--- src/hw/rtl/spectrum_peak_fall_bar_meter_defines.svh ---
// ----------------------------------------------------------------------------
// spectrum peak fall bar meter assertion macros
// Shared concurrent assertion helpers, empty for synthesis.
// ----------------------------------------------------------------------------
`ifndef SPECTRUM_PEAK_FALL_BAR_METER_DEFINES_SVH
`define SPECTRUM_PEAK_FALL_BAR_METER_DEFINES_SVH

`ifndef SYNTHESIS
`define SPFB_ASSERT(lbl, clk, rst, prop) \
   lbl: assert property (@(posedge clk) disable iff (rst) prop) \
      else $error("spfb assertion failed");
`define SPFB_NEVER(lbl, clk, rst, expr) \
   lbl: assert property (@(posedge clk) disable iff (rst) !(expr)) \
      else $error("spfb forbidden condition");
`else
`define SPFB_ASSERT(lbl, clk, rst, prop)
`define SPFB_NEVER(lbl, clk, rst, expr)
`endif

`endif

--- src/hw/rtl/spfb_pkg.sv ---
// ----------------------------------------------------------------------------
// spfb package
// Types and constants of the spectrum peak fall bar meter.
// ----------------------------------------------------------------------------
`default_nettype none

package spfb_pkg;

   localparam int NUM_BINS     = 128;
   localparam int BIN_IDX_W    = $clog2(NUM_BINS);

   localparam int LEVEL_W      = 16;
   localparam int BAR_W        = 7;
   localparam int PIX_W        = 12;
   localparam int CNT_W        = 8;
   localparam int FILL_W       = 8;

   localparam int REQ_TDATA_W  = 16;
   localparam int RSP_TDATA_W  = 24;

   localparam int CSR_IDX_W    = 3;
   localparam int CSR_DATA_W   = 16;

   localparam logic [CSR_IDX_W-1:0] CSR_BAR_COUNT     = 3'd0;
   localparam logic [CSR_IDX_W-1:0] CSR_BINS_PER_BAR  = 3'd1;
   localparam logic [CSR_IDX_W-1:0] CSR_GRAVITY_ON    = 3'd2;
   localparam logic [CSR_IDX_W-1:0] CSR_FALL_STEP     = 3'd3;
   localparam logic [CSR_IDX_W-1:0] CSR_COLUMN_HEIGHT = 3'd4;

   localparam logic [CNT_W-1:0]   MAX_BARS          = 8'd128;
   localparam logic [CNT_W-1:0]   RST_BAR_COUNT     = 8'd6;
   localparam logic [CNT_W-1:0]   RST_BINS_PER_BAR  = 8'd1;
   localparam logic [LEVEL_W-1:0] RST_FALL_STEP     = 16'd3277;
   localparam logic [PIX_W-1:0]   RST_COLUMN_HEIGHT = 12'd32;

   typedef struct packed {
      logic [CNT_W-1:0]   bar_count;
      logic [CNT_W-1:0]   bins_per_bar;
      logic               gravity_on;
      logic [LEVEL_W-1:0] fall_step;
      logic [PIX_W-1:0]   column_height;
   } cfg_type;

   typedef struct packed {
      logic               valid;
      logic [LEVEL_W-1:0] level;
      logic               frame_end;
   } hold_item_type;

endpackage

`default_nettype wire

--- src/hw/rtl/spfb_cfg.sv ---
// ----------------------------------------------------------------------------
// spfb configuration registers
// Holds the meter settings; a write to a known register restarts the frame.
// ----------------------------------------------------------------------------
`default_nettype none

module spfb_cfg (
   input  wire logic                             clock,
   input  wire logic                             reset,
   input  wire logic                             csr_we,
   input  wire logic [spfb_pkg::CSR_IDX_W-1:0]   csr_index,
   input  wire logic [spfb_pkg::CSR_DATA_W-1:0]  csr_wdata,
   output spfb_pkg::cfg_type                     cfg,
   output logic                                  restart
);
   import spfb_pkg::*;

   cfg_type cfg_ff;
   cfg_type cfg_in;
   logic    hit;

   always_comb begin
      cfg_in = cfg_ff;
      hit    = 1'b1;
      case (csr_index)
         CSR_BAR_COUNT:     cfg_in.bar_count     = csr_wdata[CNT_W-1:0];
         CSR_BINS_PER_BAR:  cfg_in.bins_per_bar  = csr_wdata[CNT_W-1:0];
         CSR_GRAVITY_ON:    cfg_in.gravity_on    = csr_wdata[0];
         CSR_FALL_STEP:     cfg_in.fall_step     = csr_wdata[LEVEL_W-1:0];
         CSR_COLUMN_HEIGHT: cfg_in.column_height = csr_wdata[PIX_W-1:0];
         default:           hit                  = 1'b0;
      endcase
   end

   always_ff @(posedge clock) begin
      if (reset) begin
         cfg_ff.bar_count     <= RST_BAR_COUNT;
         cfg_ff.bins_per_bar  <= RST_BINS_PER_BAR;
         cfg_ff.gravity_on    <= 1'b0;
         cfg_ff.fall_step     <= RST_FALL_STEP;
         cfg_ff.column_height <= RST_COLUMN_HEIGHT;
      end else if (csr_we && hit) begin
         cfg_ff <= cfg_in;
      end
   end

   assign cfg     = cfg_ff;
   assign restart = csr_we && hit;

endmodule

`default_nettype wire

--- src/hw/rtl/spfb_peak_hold.sv ---
// ----------------------------------------------------------------------------
// spfb peak hold
// Input register, held level memory and falling peak update per bin.
// ----------------------------------------------------------------------------
`default_nettype none

module spfb_peak_hold (
   input  wire logic                              clock,
   input  wire logic                              reset,
   input  wire spfb_pkg::cfg_type                 cfg,
   input  wire logic                              restart,
   input  wire logic                              req_tvalid,
   output logic                                   req_tready,
   input  wire logic [spfb_pkg::REQ_TDATA_W-1:0]  req_tdata,
   input  wire logic                              req_tlast,
   input  wire logic                              fire,
   output spfb_pkg::hold_item_type                item
);
   import spfb_pkg::*;

   logic [LEVEL_W-1:0]   mem [NUM_BINS];

   logic                 s1_valid_ff;
   logic [LEVEL_W-1:0]   s1_level_ff;
   logic                 s1_last_ff;
   logic [BIN_IDX_W-1:0] s1_pos_ff;
   logic [LEVEL_W-1:0]   rd_data_ff;
   logic                 fwd_ff;
   logic                 fwd_in;
   logic [LEVEL_W-1:0]   fwd_data_ff;
   logic                 history_ff;
   logic [BIN_IDX_W-1:0] pos_ff;
   logic [BIN_IDX_W-1:0] pos_in;

   logic                 accept;
   logic [LEVEL_W-1:0]   held;
   logic [LEVEL_W-1:0]   fallen;
   logic [LEVEL_W-1:0]   level_new;

   assign req_tready = !s1_valid_ff || fire;
   assign accept     = req_tvalid && req_tready;

   // bin just written by the outgoing item is read again by the incoming one
   assign fwd_in = fire && accept && (s1_pos_ff == pos_ff);
   assign held   = fwd_ff ? fwd_data_ff : rd_data_ff;

   always_comb begin
      fallen    = (held > cfg.fall_step) ? (held - cfg.fall_step) : '0;
      level_new = s1_level_ff;
      if (cfg.gravity_on && history_ff && (s1_level_ff < held)) begin
         level_new = (fallen < s1_level_ff) ? s1_level_ff : fallen;
      end
   end

   always_comb begin
      if (req_tlast || (pos_ff == BIN_IDX_W'(NUM_BINS - 1))) begin
         pos_in = '0;
      end else begin
         pos_in = pos_ff + 1'b1;
      end
   end

   always_ff @(posedge clock) begin
      if (fire) begin
         mem[s1_pos_ff] <= level_new;
      end
      if (accept) begin
         rd_data_ff <= mem[pos_ff];
      end
   end

   always_ff @(posedge clock) begin
      if (accept) begin
         s1_level_ff <= req_tdata[LEVEL_W-1:0];
         s1_last_ff  <= req_tlast;
         s1_pos_ff   <= pos_ff;
         fwd_data_ff <= level_new;
      end
   end

   always_ff @(posedge clock) begin
      if (reset) begin
         s1_valid_ff <= 1'b0;
         fwd_ff      <= 1'b0;
         history_ff  <= 1'b0;
         pos_ff      <= '0;
      end else begin
         if (accept) begin
            s1_valid_ff <= 1'b1;
            fwd_ff      <= fwd_in;
         end else if (fire) begin
            s1_valid_ff <= 1'b0;
         end
         if (restart) begin
            history_ff <= 1'b0;
            pos_ff     <= '0;
         end else begin
            if (fire && s1_last_ff) begin
               history_ff <= 1'b1;
            end
            if (accept) begin
               pos_ff <= pos_in;
            end
         end
      end
   end

   assign item.valid     = s1_valid_ff;
   assign item.level     = level_new;
   assign item.frame_end = s1_last_ff;

endmodule

`default_nettype wire

--- src/hw/rtl/spfb_bar_merge.sv ---
// ----------------------------------------------------------------------------
// spfb bar merge
// Group maximum, bar counting, lit pixel scaling and the result register.
// ----------------------------------------------------------------------------
`default_nettype none

`include "spectrum_peak_fall_bar_meter_defines.svh"

module spfb_bar_merge (
   input  wire logic                              clock,
   input  wire logic                              reset,
   input  wire spfb_pkg::cfg_type                 cfg,
   input  wire logic                              restart,
   input  wire spfb_pkg::hold_item_type           item,
   output logic                                   fire,
   output logic                                   rsp_tvalid,
   input  wire logic                              rsp_tready,
   output logic [spfb_pkg::RSP_TDATA_W-1:0]       rsp_tdata,
   output logic                                   rsp_tlast
);
   import spfb_pkg::*;

   logic [LEVEL_W-1:0] group_peak_ff;
   logic [FILL_W-1:0]  fill_ff;
   logic [CNT_W-1:0]   bar_pos_ff;

   logic               rsp_valid_ff;
   logic [BAR_W-1:0]   rsp_bar_ff;
   logic [PIX_W-1:0]   rsp_pix_ff;
   logic               rsp_last_ff;

   logic [CNT_W-1:0]   bars;
   logic [CNT_W-1:0]   per;
   logic               active;
   logic [LEVEL_W-1:0] peak_new;
   logic [FILL_W:0]    fill_inc;
   logic               done;
   logic               out_free;
   logic [27:0]        prod;
   logic [28:0]        rounded;
   logic [PIX_W:0]     pix_raw;
   logic [PIX_W-1:0]   pix;
   logic               last_bar;

   assign bars     = (cfg.bar_count > MAX_BARS) ? MAX_BARS : cfg.bar_count;
   assign per      = (cfg.bins_per_bar == '0) ? CNT_W'(1) : cfg.bins_per_bar;
   assign active   = bar_pos_ff < bars;
   assign peak_new = (item.level > group_peak_ff) ? item.level : group_peak_ff;
   assign fill_inc = {1'b0, fill_ff} + 1'b1;
   assign done     = active && (fill_inc >= {1'b0, per});
   assign out_free = !rsp_valid_ff || rsp_tready;
   assign fire     = item.valid && (!done || out_free);

   // ceil of height times level over 2^16, capped at height
   assign prod     = cfg.column_height * peak_new;
   assign rounded  = {1'b0, prod} + 29'(16'hFFFF);
   assign pix_raw  = rounded[28:16];
   assign pix      = (pix_raw > {1'b0, cfg.column_height}) ? cfg.column_height
                                                           : pix_raw[PIX_W-1:0];
   assign last_bar = ({1'b0, bar_pos_ff} + 1'b1 == {1'b0, bars}) || item.frame_end;

   always_ff @(posedge clock) begin
      if (fire && done) begin
         rsp_bar_ff  <= bar_pos_ff[BAR_W-1:0];
         rsp_pix_ff  <= pix;
         rsp_last_ff <= last_bar;
      end
   end

   always_ff @(posedge clock) begin
      if (reset) begin
         rsp_valid_ff  <= 1'b0;
         group_peak_ff <= '0;
         fill_ff       <= '0;
         bar_pos_ff    <= '0;
      end else begin
         if (fire && done) begin
            rsp_valid_ff <= 1'b1;
         end else if (rsp_tready) begin
            rsp_valid_ff <= 1'b0;
         end
         if (restart || (fire && item.frame_end)) begin
            group_peak_ff <= '0;
            fill_ff       <= '0;
            bar_pos_ff    <= '0;
         end else if (fire && active) begin
            if (done) begin
               group_peak_ff <= '0;
               fill_ff       <= '0;
               bar_pos_ff    <= bar_pos_ff + 1'b1;
            end else begin
               group_peak_ff <= peak_new;
               fill_ff       <= fill_inc[FILL_W-1:0];
            end
         end
      end
   end

   assign rsp_tvalid = rsp_valid_ff;
   assign rsp_tdata  = {{(RSP_TDATA_W - BAR_W - PIX_W){1'b0}}, rsp_pix_ff, rsp_bar_ff};
   assign rsp_tlast  = rsp_last_ff;

   `SPFB_NEVER(a_bar_pos_range, clock, reset, bar_pos_ff > MAX_BARS)
   `SPFB_NEVER(a_fill_range, clock, reset, fill_inc > {1'b0, per})
   `SPFB_ASSERT(a_stall_keeps_item, clock, reset, item.valid && !fire |=> item.valid)
   `SPFB_ASSERT(a_frame_restart, clock, reset, fire && item.frame_end |=> !(|{fill_ff, bar_pos_ff}))

endmodule

`default_nettype wire

--- src/hw/rtl/spectrum_peak_fall_bar_meter.sv ---
// ----------------------------------------------------------------------------
// spectrum peak fall bar meter
// Falling peak hold per spectrum bin, group maximum per bar, lit pixel count.
// ----------------------------------------------------------------------------
// channel   direction  tdata fields (low bit up)            tuser/tlast
// req_      in         bin_level[15:0]                      tlast = frame_end
// rsp_      out        bar_number[6:0], lit_pixels[18:7]    tlast = last_bar
// csr_      in         write enable, index 0..4, data       -
//
// one bin transfer per cycle unless a stalled result holds it; a bar result leaves via the input and result registers
// the held level memory (128 x 16) has one read port and one write port,
// a same bin read after write is forwarded from the update logic
// held levels are not cleared by reset; counters and the history flag are
// a stalled result holds the update stage, the input register then fills
// ----------------------------------------------------------------------------
`default_nettype none

module spectrum_peak_fall_bar_meter (
   input  wire logic                              clock,
   input  wire logic                              reset,
   input  wire logic                              req_tvalid,
   output logic                                   req_tready,
   input  wire logic [spfb_pkg::REQ_TDATA_W-1:0]  req_tdata,   // bin_level
   input  wire logic                              req_tlast,
   output logic                                   rsp_tvalid,
   input  wire logic                              rsp_tready,
   output logic [spfb_pkg::RSP_TDATA_W-1:0]       rsp_tdata,   // bar_number, lit_pixels
   output logic                                   rsp_tlast,
   input  wire logic                              csr_we,
   input  wire logic [spfb_pkg::CSR_IDX_W-1:0]    csr_index,
   input  wire logic [spfb_pkg::CSR_DATA_W-1:0]   csr_wdata
);
   import spfb_pkg::*;

   cfg_type       cfg;
   logic          restart;
   hold_item_type item;
   logic          fire;

   spfb_cfg u_cfg (
      .clock     (clock),
      .reset     (reset),
      .csr_we    (csr_we),
      .csr_index (csr_index),
      .csr_wdata (csr_wdata),
      .cfg       (cfg),
      .restart   (restart)
   );

   spfb_peak_hold u_hold (
      .clock      (clock),
      .reset      (reset),
      .cfg        (cfg),
      .restart    (restart),
      .req_tvalid (req_tvalid),
      .req_tready (req_tready),
      .req_tdata  (req_tdata),
      .req_tlast  (req_tlast),
      .fire       (fire),
      .item       (item)
   );

   spfb_bar_merge u_merge (
      .clock      (clock),
      .reset      (reset),
      .cfg        (cfg),
      .restart    (restart),
      .item       (item),
      .fire       (fire),
      .rsp_tvalid (rsp_tvalid),
      .rsp_tready (rsp_tready),
      .rsp_tdata  (rsp_tdata),
      .rsp_tlast  (rsp_tlast)
   );

endmodule

`default_nettype wire

--- config.mk ---
export PLATFORM = sky130hd
export DESIGN_NAME = spectrum_peak_fall_bar_meter
export DESIGN_NICKNAME = d
export VERILOG_FILES = /design/src/hw/rtl/spfb_pkg.sv /design/src/hw/rtl/spfb_cfg.sv /design/src/hw/rtl/spfb_peak_hold.sv /design/src/hw/rtl/spfb_bar_merge.sv /design/src/hw/rtl/spectrum_peak_fall_bar_meter.sv
export VERILOG_INCLUDE_DIRS = /design/src /design/src/hw/rtl
export SDC_FILE = /design/constraint.sdc
export NUM_CORES = 2
export LEC_CHECK = 0
export BUFFER_PORTS_ARGS = -buffer_cell sky130_fd_sc_hd__buf_2
export CORE_MARGIN = 4
export CORE_UTILIZATION = 55
export DETAILED_ROUTE_END_ITERATION = 16
export GPL_ROUTABILITY_DRIVEN = 0
export GPL_TIMING_DRIVEN = 1
export HOLD_SLACK_MARGIN = 0.03
export PLACE_DENSITY_LB_ADDON = 0.3
export SYNTH_ARGS = -nofsm -noshare
export SYNTH_HDL_FRONTEND = slang
export SYNTH_SLANG_ARGS = --single-unit
--- constraint.sdc ---
create_clock -name clock -period 21.5 [get_ports clock]
set_input_delay 0 -clock clock [delete_from_list [all_inputs] [get_ports clock]]
set_output_delay 0 -clock clock [all_outputs]
set_load 0.01 [all_outputs]
# Yosys cells after proc, flatten, opt, wreduce, memory -nomap -nowiden
# Memory sizes are Yosys's and may differ from the RTL's. A register that Yosys moved wholly into a read port is not among the register bits.
# Cells that the tools add are included.
# W data, S select, Z words.
classes:
  n_eq_ne: 7
  n_mul: 1
  reduce_logical: 33
  add_sub_neg: 6
  muxes: 18
  order_cmp: 8
op_table:
  columns: ["cell", "n"]
  rows:
  - ["$mux W16", 6]
  - ["$gt A16 B16 Y1", 2]
  - ["$lt A16 B16 Y1", 2]
  - ["$add A28 B16 Y29 const B", 1]
  - ["$mul A12 B16 Y28", 1]
  - ["$mux W8", 3]
  - ["$add A8 B1 Y9 const B", 2]
  - ["$sub A16 B16 Y16", 1]
  - ["$gt A13 B12 Y1", 1]
  - ["$mux W12", 1]
  - ["$reduce_and A2 Y1", 6]
  - ["$logic_and A1 B1 Y1", 11]
  - ["$eq A9 B8 Y1", 1]
  - ["$ge A9 B8 Y1", 1]
  - ["$add A8 B1 Y8 const B", 1]
  - ["$gt A8 B8 Y1 const B", 1]
  - ["$logic_not A8 Y1", 1]
  - ["$lt A8 B8 Y1", 1]
  - ["$add A7 B1 Y7 const B", 1]
  - ["$eq A7 B7 Y1", 1]
  - ["$eq A7 B7 Y1 const B", 1]
  - ["$mux W1", 7]
  - ["$mux W7", 1]
  - ["$eq A3 B2 Y1 const B", 2]
  - ["other kinds (8)", 17]
word_totals:
  elab_cells: 94
  mem_count: 1
  ff_bits: 148
  ram_bits: 2048
  output_inout_bits: 27
  inputBits: 41
memory_table:
  columns: ["memory", "words", "width", "read_ports", "rd_clocked_by_memory_dff", "write_ports", "line", "rtl"]
  rows:
  - ["u_hold.mem", 128, 16, 1, 1, 1, "spfb_peak_hold.sv:21", "logic [LEVEL_W-1:0] mem [NUM_BINS];"]

# Logic depth before layout (Yosys ltp)
logic_depth:
  ltp_word: 12
  mapped_depth: 70
  mapped_depth_nobuf: 63

# Modules after synthesis
# Synthesis repeated with hierarchy kept, for this count alone.
hier_totals:
  cells_unflattened: 4979
  hier_area_um2: 94588.2
modules_own_cells:
  columns: ["module", "area_each_um2", "seq_area_each_um2", "cells_each", "n_inst"]
  rows:
  - ["spfb_peak_hold", 82619.2, 63380.8, 3614, 1]
  - ["spfb_bar_merge", 10077.2, 1261.2, 1183, 1]
  - ["spfb_cfg", 1891.8, 900.9, 182, 1]

# Worst setup path before layout
# Ideal clock, no wire load.
synth_timing:
  path_type: "register -> register"
  start: "reg u_hold.fwd_ff"
  end: "reg u_merge.rsp_pix_ff[10], data pin"
  synth_period_minus_slack_ns: 19.787
  setup_ns: 0.260
  t_arrival_ns: 19.526
  path_slack_ns: 1.713
  n_path_buf: 6
  t_required_ns: 21.240
  path_stages_with_launch: 65
  path_cell_list: "dfxtp_1 buf_4 buf_1 mux2i_1 inv_1 ha_1 nor2b_1 o21ai_0 a21boi_0 o21ai_0 a21boi_0 o2111ai_1 a31oi_1 mux2_2 or2_2 ha_1 nand3_1 nor3_1 [29 not listed] a311o_1 nor2_1 nand2_1 o21ai_0 a211oi_1 or2_2 a311oi_1 ha_1 a21o_1 a21o_1 a21oi_1 o21ai_0 nand2b_1 a21oi_1 nor2b_1 mux2i_1 buf_6 mux2_4"
synth_lines:
  columns: ["element", "line", "rtl"]
  rows:
  - ["start, declared", "spfb_peak_hold.sv:28", "logic fwd_ff;"]
  - ["start signal, assigned", "spfb_peak_hold.sv:90", "fwd_ff <= fwd_in;"]
  - ["end signal, assigned", "spfb_bar_merge.sv:65", "rsp_pix_ff <= pix;"]
  - ["end, declared", "spfb_bar_merge.sv:29", "logic [PIX_W-1:0] rsp_pix_ff;"]

==> results.cfg <==
[outcome]
status = complete, no violations

[worst_setup_path]
critPathBufInv = 7
crit_arrival_ns = 17.26
start_kind = register
slowest_delay_ns = 0.95
crit_top_cell = o21ai_0
crit_family = compound AO/OA/AOI/OAI gates
worst_setup_path_end_kind = register
cpMaxStageDelayCell = dfxtp_1
crit_required_ns = 22.09
criticalPathCategory = reg2reg
critPathMaxFanout = 51

[clock_network]
htreeDepth = 4
cts_tree = done
clk_latency_ns = 0.84
ctsRootBufferMaster = clkbuf_16
cts_setup_buffers = 0
cts_made_buffers = 209
cts.hold.buffers_added = 92
clockBufferDepth = 3
path_clk_slew_ns = 0.06
clock-sinks = 2212
ctsResizeCount = 0

[power_and_ir_drop]
switching_power_w = 0.00193
p_leak_nw = 34.2
p_int_w = 0.00692
clock_power_share_pct = 39.3
power_density_nw_per_um2 = 84.0
swShare_pct = 21.8
fin_total_pwr_w = 0.00885
seqPwrFrac_pct = 53.9
comb_power_share_pct = 6.7
max-vdd-ir-drop_mv = 0.0903

[timing]
finalClockSkew_ns = 0.0381
tightest_slew_ns = 1.17
rsz0062_at_grt = false
max_slew_margin_pct = 22.0
fin_setup_tns_ns = 0
layout_worst_path_cycle_share_pct = 77.5
final_hold_viol_count = 0
finalSetupViolCount = 0
fmax_ghz = 0.0600
fin_hold_ws_ns = 0.122
final.min_clock_period_ns = 16.67
slew_violations = 0

[route]
vias = 48200
antenna_left = 0
post_drt_wl_per_cell_um = 29.5
vias_per_cell = 6.36
drt_iter0_drc = 5658
drc = 0
wl_um = 224000
first_pass_iters = 6

[die]
std_cell_rows = 151
initial_core_util_pct = 55.4
core_um2 = 170000
die_x_um = 422
ios = 68
dieArea_um2 = 178000
die_y_um = 422

[placement]
portBuffers = 62
dp_hpwl_um = 133000

[final_layout]
areaGrowthSynthToFinish_pct = 11.9
nets = 5549
final_layout_size_suffix_gt1_share_pct = 24.3
n_fill_cell = 11500
fin_util_pct = 62.1

[yosys]
ys_types = 73
synth_top_area_cell = edfxtp_1
seq_area_frac_synth_pct = 69.7
synth_top_area_share_pct = 67.8
ys_ff_latch = 2212
synthesis.area_um2 = 94100
synth_edf_count = 2124
synth_area_leaders = edfxtp_1 68%, mux4_2 16%, fa_1 3.2%
synthTopCellsByCount = 2,124 x edfxtp_1, 671 x mux4_2, 293 x inv_1
syn-instance-count = 4854
synthMostInstantiatedCell = edfxtp_1
synth_ff_type = edfxtp_1
async_reset_ff_share_pct = 0
syn_avg_cell_area_um2 = 19.4
yosysWarnings = 0

[global_route]
grt_pass1_vias = 49100
grt_pass1_wl_um = 333000
antenna_found_initial = 7
grt_max_degree = 153
grt_use_total_pct = 25.5
grt-ovfl-total = 0

[flow_run]
max_cap_violations = 0

[min_path]
hold_class = in2reg
-- cells by family (layout without fill, tap and decap cells) --
kind of cell,count (synthesis),in the layout,synth area share [%]
flip-flops,2212,2212,69.7
AND/OR/NAND/NOR,742,742,3.58
multiplexers,737,737,16.9
buffers and inverters,526,1028,2.13
adder cells (fa/ha/maj),316,316,5.40
AO/OA/AOI/OAI,274,274,1.90
XOR/XNOR,46,46,0.428
other,1,7,0.00399
-- metal layers --
metal	up-vias	part of all wire (%)	routed length, um	global-route usage (%)
li1	19900	-	-	-
met1	25400	39	88400	36.8
met2	2466	48	108000	40.2
met3	418	8.5	19100	4.07
met4	0	3.9	8720	9.27
met5	-	0	0	0
-- per-stage QoR --
stage	instance area, um^2	cells	setup slack [ns]
2_1_floorplan	94100	4858	1.71
3_3_place_gp	97900	7107	5.40
3_5_place_dp	97900	7107	5.05
4_1_cts	105000	7578	5.04
5_1_grt	105000	7579	3.63
6_report	105000	7580	4.83
-- path summary, 6_finish.rpt --
kind,start,end,slack (ns),depth (start not counted)
max,u_hold.fwd_ff,u_merge.rsp_pix_ff[2],4.83,58
min,csr_wdata[0],u_cfg.cfg[37],0.12,4
max reg2reg,u_hold.fwd_ff,u_merge.rsp_pix_ff[2],4.83,58
min reg2reg,u_cfg.cfg[25],u_cfg.cfg[25],0.46,2
-- flip-flops by register name, indices dropped and copies added, names as in the netlist, 7 cells and up --
name                   cells
u_hold.mem              2048
u_cfg.cfg                 45
u_hold.fwd_data_ff        16
u_hold.rd_data_ff         16
u_hold.s1_level_ff        16
u_merge.group_peak_ff     16
u_merge.rsp_pix_ff        12
u_merge.bar_pos_ff         8
u_merge.fill_ff            8
u_hold.pos_ff              7
u_hold.s1_pos_ff           7
u_merge.rsp_bar_ff         7
-- power groups by stage --
stage	clock, W	combinational [W]	sequential [W]
after floorplan	0	0.000397	0.00486
after global placement	0	0.000571	0.00486
after detailed placement	0	0.000582	0.00486
after CTS	0.00354	0.000598	0.00477
after global routing	0.00374	0.000655	0.00477
final	0.00348	0.000595	0.00477
-- area by class of cell --
| cell class | instances | area (um^2) | share of cell area [%] |
|---|---|---|---|
| Inverter | 293 | 1100 | 1.04 |
| Clock buffer | 257 | 5480 | 5.21 |
| Clock inverter | 122 | 947 | 0.900 |
| Tap cell | 2218 | 2780 | 2.64 |
| Multi-Input combinational cell | 2120 | 26700 | 25.3 |
| Timing Repair Buffer | 356 | 2760 | 2.62 |
| Antenna cell | 2 | 5.00 | 0.00475 |
| Sequential cell | 2212 | 65600 | 62.3 |
-- cell usage in the layout, fill, tap and decap left out, drive strengths merged, types with 8 or more instances in the layout --
cell and instances:
nand2b 8, fa 150, mux2 43, inv 301, edfxtp 2124, clkinv 100, buf 264, bufinv 10
mux2i 23, ha 166, nand4 13, or3 9, o21ai 55, nand2 262, xnor2 25, nor3 29
nand3b 23, and2 60, o21a 20, dlygate4sd3 92, and3 16, xor2 21, mux4 671, a21o 28
nor2b 19, clkbuf 257, nand3 41, o211ai 9, a21oi 94, a22oi 8, nor2 236, dfxtp 88
-- worst reg2reg max path, delay by kind of cell, from the launching register on --
| kind | cells | cell delay [ns] |
|---|---|---|
| compound gates | 21 | 5.43 |
| fa+ha+maj | 10 | 3.96 |
| buf+inv | 7 | 0.86 |
| flops | 1 | 0.95 |
| mux | 4 | 1.21 |
| simple gates | 16 | 4.05 |
No activity file was read; power rests on OpenSTA's default activity.
